## src/sv/chd_pkg.sv

```systemverilog
package chd_pkg;

  localparam int CODE_LEN_W = 5;

  typedef enum logic [1:0] {
    CMD_CLEAR   = 2'd0,
    CMD_ADD     = 2'd1,
    CMD_DECODE  = 2'd2,
    CMD_RESTART = 2'd3
  } command_t;

  typedef enum logic [1:0] {
    ST_SYMBOL   = 2'd0,
    ST_INVALID  = 2'd1,
    ST_REJECTED = 2'd2
  } status_t;

  typedef struct packed {
    command_t              command;
    logic [7:0]            symbol;
    logic [CODE_LEN_W-1:0] code_len;
    logic [7:0]            data_byte;
    logic [3:0]            bit_count;
  } item_t;

  typedef struct packed {
    logic [7:0] symbol_out;
    status_t    status;
    logic       last;
  } result_t;

endpackage

```

## src/sv/chd_ram.sv

```systemverilog
module chd_ram #(
  parameter int WIDTH = 8,
  parameter int DEPTH = 256
) (
  input  logic                     clk,
  input  logic                     we,
  input  logic [$clog2(DEPTH)-1:0] waddr,
  input  logic [WIDTH-1:0]         wdata,
  input  logic                     re,
  input  logic [$clog2(DEPTH)-1:0] raddr,
  output logic [WIDTH-1:0]         rdata
);

  logic [WIDTH-1:0] mem [DEPTH];

  always_ff @(posedge clk) begin
    if (we) begin
      mem[waddr] <= wdata;
    end
    if (re) begin
      rdata <= mem[raddr];
    end
  end

endmodule

```

## src/sv/canonical_huffman_decoder.sv

```systemverilog
// Canonical Huffman decoder. A clear beat empties the table; add beats load one symbol each,
// in code order with non-decreasing lengths, and grow the code one bit at a time up to the
// new length; a rejected add gives one result with status 2. A decode beat feeds bit_count
// bits (saturated to 8) of data_byte, MSB first, one bit per cycle while the result side does
// not stall, against the per-length first code, count and base registers; each completed
// code reads the symbol store (one RAM port) and yields one result, the last result of a
// beat is marked, and a code reaching MAX_CODE_LEN bits without a match gives status 1.
// Restart drops the partial code. The input is stalled while a beat is in work.
module canonical_huffman_decoder #(
  parameter int MAX_CODE_LEN = 16,
  parameter int SYMBOL_COUNT = 256
) (
  input  logic             clk,
  input  logic             rst,
  input  logic             item_valid,
  output logic             item_stall,
  input  chd_pkg::item_t   item,
  output logic             result_valid,
  input  logic             result_stall,
  output chd_pkg::result_t result
);

  import chd_pkg::*;

  localparam int LEN_W  = $clog2(MAX_CODE_LEN + 1);
  localparam int CMP_W  = (LEN_W > CODE_LEN_W) ? LEN_W : CODE_LEN_W;
  localparam int TAB_W  = (MAX_CODE_LEN > 1) ? $clog2(MAX_CODE_LEN) : 1;
  localparam int CNT_W  = $clog2(SYMBOL_COUNT + 1);
  localparam int ADDR_W = $clog2(SYMBOL_COUNT);
  localparam int CODE_W = MAX_CODE_LEN;
  localparam int DIFF_W = (CODE_W > CNT_W) ? CODE_W : CNT_W;

  typedef enum logic [1:0] {S_IDLE, S_ALIGN, S_BITS, S_FLUSH} state_t;

  state_t             state;
  logic [CODE_W-1:0]  first_code   [MAX_CODE_LEN];
  logic [CNT_W-1:0]   length_count [MAX_CODE_LEN];
  logic [ADDR_W-1:0]  base_index   [MAX_CODE_LEN];
  logic [CODE_W:0]    next_code;
  logic [CODE_W:0]    len_mark;
  logic [LEN_W-1:0]   previous_length;
  logic [LEN_W-1:0]   add_length;
  logic [7:0]         add_symbol;
  logic [CNT_W-1:0]   symbols_loaded;
  logic [CODE_W-1:0]  partial_code;
  logic [LEN_W-1:0]   partial_length;
  logic [7:0]         bit_shift;
  logic [3:0]         bits_left;
  logic               pend_valid;
  status_t            pend_status;
  logic               pend_from_ram;

  logic [CMP_W-1:0]   len_ext;
  logic               add_ok;
  logic               bit_in;
  logic [CODE_W-1:0]  code_next;
  logic [LEN_W-1:0]   len_next;
  logic [TAB_W-1:0]   tab_sel;
  logic [TAB_W-1:0]   tab_add;
  logic [CODE_W-1:0]  code_diff;
  logic               hit;
  logic               too_long;
  logic               produce;
  logic               result_free;
  logic               step_go;
  logic               out_load;
  logic [ADDR_W-1:0]  lookup_addr;
  logic               ram_we;
  logic               ram_re;
  logic [7:0]         ram_rdata;
  logic [7:0]         pend_symbol;

  // code space is used up once next_code reaches 1 << previous_length
  assign len_ext = CMP_W'(item.code_len);
  assign add_ok  = (len_ext != '0) && (len_ext <= CMP_W'(MAX_CODE_LEN))
                   && (len_ext >= CMP_W'(previous_length))
                   && (symbols_loaded < CNT_W'(SYMBOL_COUNT))
                   && (next_code != len_mark);

  assign bit_in      = bit_shift[7];
  assign code_next   = CODE_W'({partial_code, bit_in});
  assign len_next    = partial_length + LEN_W'(1);
  assign tab_sel     = TAB_W'(partial_length);
  assign tab_add     = TAB_W'(add_length - LEN_W'(1));
  assign code_diff   = code_next - first_code[tab_sel];
  assign hit         = (length_count[tab_sel] != '0)
                       && (code_next >= first_code[tab_sel])
                       && (DIFF_W'(code_diff) < DIFF_W'(length_count[tab_sel]));
  assign too_long    = (len_next == LEN_W'(MAX_CODE_LEN));
  assign produce     = hit || too_long;
  assign result_free = !result_valid || !result_stall;
  assign step_go     = !produce || !pend_valid || result_free;
  assign out_load    = ((state == S_BITS) && step_go && produce && pend_valid)
                       || ((state == S_FLUSH) && pend_valid && result_free);
  assign lookup_addr = base_index[tab_sel] + ADDR_W'(code_diff);
  assign pend_symbol = pend_from_ram ? ram_rdata : 8'd0;

  assign ram_we     = (state == S_ALIGN) && (previous_length == add_length);
  assign ram_re     = (state == S_BITS) && step_go && hit;
  assign item_stall = (state != S_IDLE);

  chd_ram #(
    .WIDTH(8),
    .DEPTH(SYMBOL_COUNT)
  ) u_symbol_store (
    .clk  (clk),
    .we   (ram_we),
    .waddr(symbols_loaded[ADDR_W-1:0]),
    .wdata(add_symbol),
    .re   (ram_re),
    .raddr(lookup_addr),
    .rdata(ram_rdata)
  );

  always_ff @(posedge clk) begin
    if (rst) begin
      state           <= S_IDLE;
      next_code       <= '0;
      len_mark        <= (CODE_W + 1)'(2);
      previous_length <= LEN_W'(1);
      symbols_loaded  <= '0;
      partial_code    <= '0;
      partial_length  <= '0;
      pend_valid      <= 1'b0;
      result_valid    <= 1'b0;
      for (int i = 0; i < MAX_CODE_LEN; i++) begin
        length_count[i] <= '0;
      end
    end else begin
      if (out_load) begin
        result_valid <= 1'b1;
      end else if (result_valid && !result_stall) begin
        result_valid <= 1'b0;
      end
      case (state)
        S_IDLE: begin
          if (item_valid) begin
            case (item.command)
              CMD_CLEAR: begin
                next_code       <= '0;
                len_mark        <= (CODE_W + 1)'(2);
                previous_length <= LEN_W'(1);
                symbols_loaded  <= '0;
                partial_code    <= '0;
                partial_length  <= '0;
                for (int i = 0; i < MAX_CODE_LEN; i++) begin
                  length_count[i] <= '0;
                end
              end
              CMD_RESTART: begin
                partial_code   <= '0;
                partial_length <= '0;
              end
              CMD_ADD: begin
                if (add_ok) begin
                  add_length <= LEN_W'(len_ext);
                  add_symbol <= item.symbol;
                  state      <= S_ALIGN;
                end else begin
                  pend_valid    <= 1'b1;
                  pend_status   <= ST_REJECTED;
                  pend_from_ram <= 1'b0;
                  state         <= S_FLUSH;
                end
              end
              CMD_DECODE: begin
                if (item.bit_count != 4'd0) begin
                  bit_shift <= item.data_byte;
                  bits_left <= (item.bit_count > 4'd8) ? 4'd8 : item.bit_count;
                  state     <= S_BITS;
                end
              end
              default: begin
              end
            endcase
          end
        end
        S_ALIGN: begin
          if (previous_length == add_length) begin
            if (length_count[tab_add] == '0) begin
              first_code[tab_add] <= next_code[CODE_W-1:0];
              base_index[tab_add] <= symbols_loaded[ADDR_W-1:0];
            end
            length_count[tab_add] <= length_count[tab_add] + CNT_W'(1);
            symbols_loaded        <= symbols_loaded + CNT_W'(1);
            next_code             <= next_code + (CODE_W + 1)'(1);
            state                 <= S_IDLE;
          end else begin
            // grow the code one bit per cycle up to the new length
            next_code       <= next_code << 1;
            len_mark        <= len_mark << 1;
            previous_length <= previous_length + LEN_W'(1);
          end
        end
        S_BITS: begin
          if (step_go) begin
            if (produce) begin
              if (pend_valid) begin
                result <= '{symbol_out: pend_symbol, status: pend_status, last: 1'b0};
              end
              pend_valid     <= 1'b1;
              pend_status    <= hit ? ST_SYMBOL : ST_INVALID;
              pend_from_ram  <= hit;
              partial_code   <= '0;
              partial_length <= '0;
            end else begin
              partial_code   <= code_next;
              partial_length <= len_next;
            end
            bit_shift <= bit_shift << 1;
            bits_left <= bits_left - 4'd1;
            if (bits_left == 4'd1) begin
              state <= S_FLUSH;
            end
          end
        end
        S_FLUSH: begin
          // the held result is the last of this beat
          if (!pend_valid) begin
            state <= S_IDLE;
          end else if (result_free) begin
            result     <= '{symbol_out: pend_symbol, status: pend_status, last: 1'b1};
            pend_valid <= 1'b0;
            state      <= S_IDLE;
          end
        end
        default: begin
          state <= S_IDLE;
        end
      endcase
    end
  end

endmodule

```

## config.mk

```make
export PLATFORM = sky130hd
export DESIGN_NAME = canonical_huffman_decoder
export DESIGN_NICKNAME = d
export VERILOG_FILES = /design/src/sv/chd_pkg.sv /design/src/sv/chd_ram.sv /design/src/sv/canonical_huffman_decoder.sv
export SDC_FILE = /design/constraint.sdc
export NUM_CORES = 2
export LEC_CHECK = 0
export BUFFER_PORTS_ARGS = -buffer_cell sky130_fd_sc_hd__buf_2
export CORE_UTILIZATION = 52
export DETAILED_ROUTE_END_ITERATION = 8
export PLACE_DENSITY_LB_ADDON = 0.15
export SLEW_MARGIN = 10
export SYNTH_ARGS = -nofsm -noshare
export SYNTH_HDL_FRONTEND = slang
export SYNTH_SLANG_ARGS = --single-unit
export TNS_END_PERCENT = 5
```

## constraint.sdc

```tcl
create_clock -name clk -period 7.6 [get_ports clk]
set_input_delay 0.76 -clock clk [delete_from_list [all_inputs] [get_ports clk]]
set_output_delay 0.76 -clock clk [all_outputs]
set_load 0.03 [all_outputs]
```

==> out/metrics.cfg <==
[placement]
gp_congestion=0.837
detailed_place.area_um2=112000
place_hpwl_mm=149
place_ws_ns=0.822
io_buffer_count=43

[critical_path]
reg2reg_slack_ns=0.78
start_kind=flop
r2r_end=u_symbol_store.rdata[7]
critPathMaxFanout=34
rr_worst_depth=17
critical_path_arrival_ns=7.60
slowest_stage=xor2_4
cp.required_ns=8.39
end_kind=flop
worst-setup-path-type=reg2reg
cp_slowest_stage_delay_ns=0.83
path_cells=mux4_2 -> mux4_2 -> inv_1 -> ha_1 -> nor2b_1 -> o31ai_1 -> a21boi_0 -> ha_1 -> o21ai_0 -> o21bai_1 -> a21o_1 -> maj3_1 -> a21oi_2 -> xor2_4 -> nor3_1 -> nor3_1 -> and3_1

[route]
drt-total-wl_mm=257
routedWlPerCell_um=31.2
first_pass_iters=6
drt_iter0_drc=6217
num_vias=52200
drc=0
post_drt_via_cell_ratio=6.35
ant_nets=0

[clock_network]
clkLatencyLatePin_ns=0.93
cts_buffers=294
cts_max_level=5
clk_path_buf_depth=4
cts_tree=done
clock-sinks=2698
path_clk_slew_ns=0.06
root_buffer=clkbuf_16

[yosys]
yosysSeqAreaShare_pct=74.3
synth_cell_types=70
synth.avg_cell_area_um2=20.9
synth_flop_cell=edfxtp_1
ys_ff_latch=2698
netlist.area_leader.share_pct=72.9
yosys-top-cells-area=edfxtp_1, mux4_2, nor2_1, dfxtp_1, clkbuf_1
syn_inst=5174
mappedNetlistArea_um2=108000
ys_warn_count=0
synth_most_common_cell=edfxtp_1
yosysTopAreaCell=edfxtp_1
synthTopCellsByCount=edfxtp_1, mux4_2, nor2_1, clkbuf_1, nand2_1
synth_edf_count=2623
synth_nets=5259
async_flop_share_pct=0

[outcome]
status=completed

[pwr]
p_per_area_nw_per_um2=341
cellLeakagePower_nw=38.1
peakVddDrop_mv=0.325

[floorplanning]
io_pins=44
rows=166
die_area_um2=210000
die_w_um=458
initial_utilization_pct=52.5
coreArea_um2=206000
die_y_um=458

[sta]
tns_ns=0
setup_ws_ns=0.781
fin_crit_sh_pct=89.7
fin_crit_ns=6.82
setup_viol=0
worst_slew_pin_slew_ns=1.28
fmaxAchievable_ghz=0.147
fin_skew_ns=0.0555
slew_viol_final=0
finalHoldViolCount=0
slew_headroom_pct=14.7
rsz0062_at_grt=no

[hold_path]
worstHoldEndpoint=result_valid
hp-class=in2reg
min_path_cells=3
min_from=result_stall

[global_route]
grtUsageTotal_pct=24.8
antenna_found_initial=7
grt_max_degree=216
grt.overflow.total=0
grt_pass1_vias=52600
grt_first_pass_wirelength_mm=375

[final_layout]
final_cell_area_um2=121000
area_delta_synth_final_pct=11.9
final_layout_size_suffix_gt1_share_pct=26.7
nFillCells=14700
fin_nets=5415

[flow_run]
drv_cap=0

-- kinds of logic (layout without fill, tap and decap cells) --
group	after synthesis	after routing	synth area share, %
DFF	2698	2698	74.3
muxes	936	936	18.5
and+or+nand+nor	835	835	3.36
buffers and inverters	359	722	1.32
AOI/OAI and AO/OA	229	229	1.37
xor gates and xnor gates	61	61	0.508
adders and majority gates	56	56	0.658
other	0	6	0
-- how the worst max path moves through the flow --
stage               from  slack [ns]                 endpoint  depth (start not counted)
floorplan           flop        0.04  u_symbol_store.rdata[0]                         26
global placement    flop        0.92          partial_code[1]                         20
detailed placement  flop        0.82          partial_code[1]                         20
CTS                 flop        0.77          partial_code[5]                         20
global route        flop        0.40          partial_code[2]                         20
finish              flop        0.78  u_symbol_store.rdata[7]                         17
-- sequential cells by signal, indices dropped and copies added (netlist names), 11 cells and up, named ones only --
signal,flops
length_count,144
len_mark,16
base_index,128
u_symbol_store.mem,2048
result,11
partial_code,15
next_code,17
first_code,256
-- timing repair --
item,CTS,global route
endpoints found under the hold margin,8,0
gates resized for setup,0,0
endpoints found under the setup margin,0,0
setup buffers,0,0
hold buffers,8,0
-- critical path: cells and delay by family (launching register included) --
| kind | cells | cell delay [ns] |
|---|---|---|
| adder cells (fa/ha/maj) | 3 | 0.98 |
| XOR/XNOR | 1 | 0.83 |
| buffers and inverters | 1 | 0.08 |
| flip-flops | 1 | 0.65 |
| AO/OA/AOI/OAI | 6 | 1.54 |
| multiplexers | 2 | 1.11 |
| AND/OR/NAND/NOR | 4 | 1.40 |
-- placed cells by master (no fill, tap or decap), types with 14 or more instances in the layout --
cell       synthesis  routed
a21oi_1           71      71
and2_2             0      14
and3_1            28      28
buf_12             0      27
buf_2             39      43
buf_4              5      85
bufinv_16          0      19
clkbuf_1         191      77
clkbuf_16          0     304
clkinv_1           1      49
clkinv_2           0      41
dfxtp_1           75      71
edfxtp_1        2623    2623
ha_1              52      50
inv_1             55      55
mux2_2            37      37
mux2i_1           55      55
mux4_2           844     844
nand2_1          115     103
nand3_1           74      70
nor2_1           474     471
nor2b_1           14      14
nor3_1            53      52
o211ai_1          20      20
o21ai_0           48      48
xnor2_1           24      20
xor2_1            35      33
-- stage by stage --
step | power (mW) | hold slack (ns) | utilization [%] | instances
after floorplan | 24.3 | 0.400 | - | 5174
after global placement | 28.1 | 0.464 | 54.4 | 7714
after detailed placement | 28.1 | 0.470 | 54.4 | 7714
after CTS | 41.6 | 0.0531 | 58.8 | 8225
after global routing | 42.6 | 0.0758 | 58.8 | 8227
final | 41.3 | 0.114 | 58.8 | 8231
-- report_power, final --
part	leakage, nW	switching (mW)	internal, mW	total [mW]
logic	8.94	6.04	5.33	11.4
registers	24.7	0.0857	16.3	16.3
clock network	4.40	5.57	7.98	13.5
-- metal layers --
| layer | GRT usage, % | wire (um) | part of all wire, % | vias up |
|---|---|---|---|---|
| met4 | 6.85 | 6320 | 2.5 | 2 |
| met1 | 35.6 | 106000 | 41 | 28100 |
| li1 | - | - | - | 21700 |
| met2 | 39.5 | 126000 | 49 | 2101 |
| met5 | 0 | 13 | 0.0051 | - |
| met3 | 4.29 | 18000 | 7.0 | 355 |
-- cell type report --
type	instances	area (um^2)	area share (%)
multi-input cells	2117	26600	22.0
diodes	6	15.0	0.0124
inverters	56	210	0.174
flip-flops and latches	2698	80300	66.4
clock buffers	385	7950	6.58
clock inverters	118	1050	0.865
well taps	2688	3360	2.78
repair buffers	163	1470	1.22
Power figures use the tool's default switching activity.
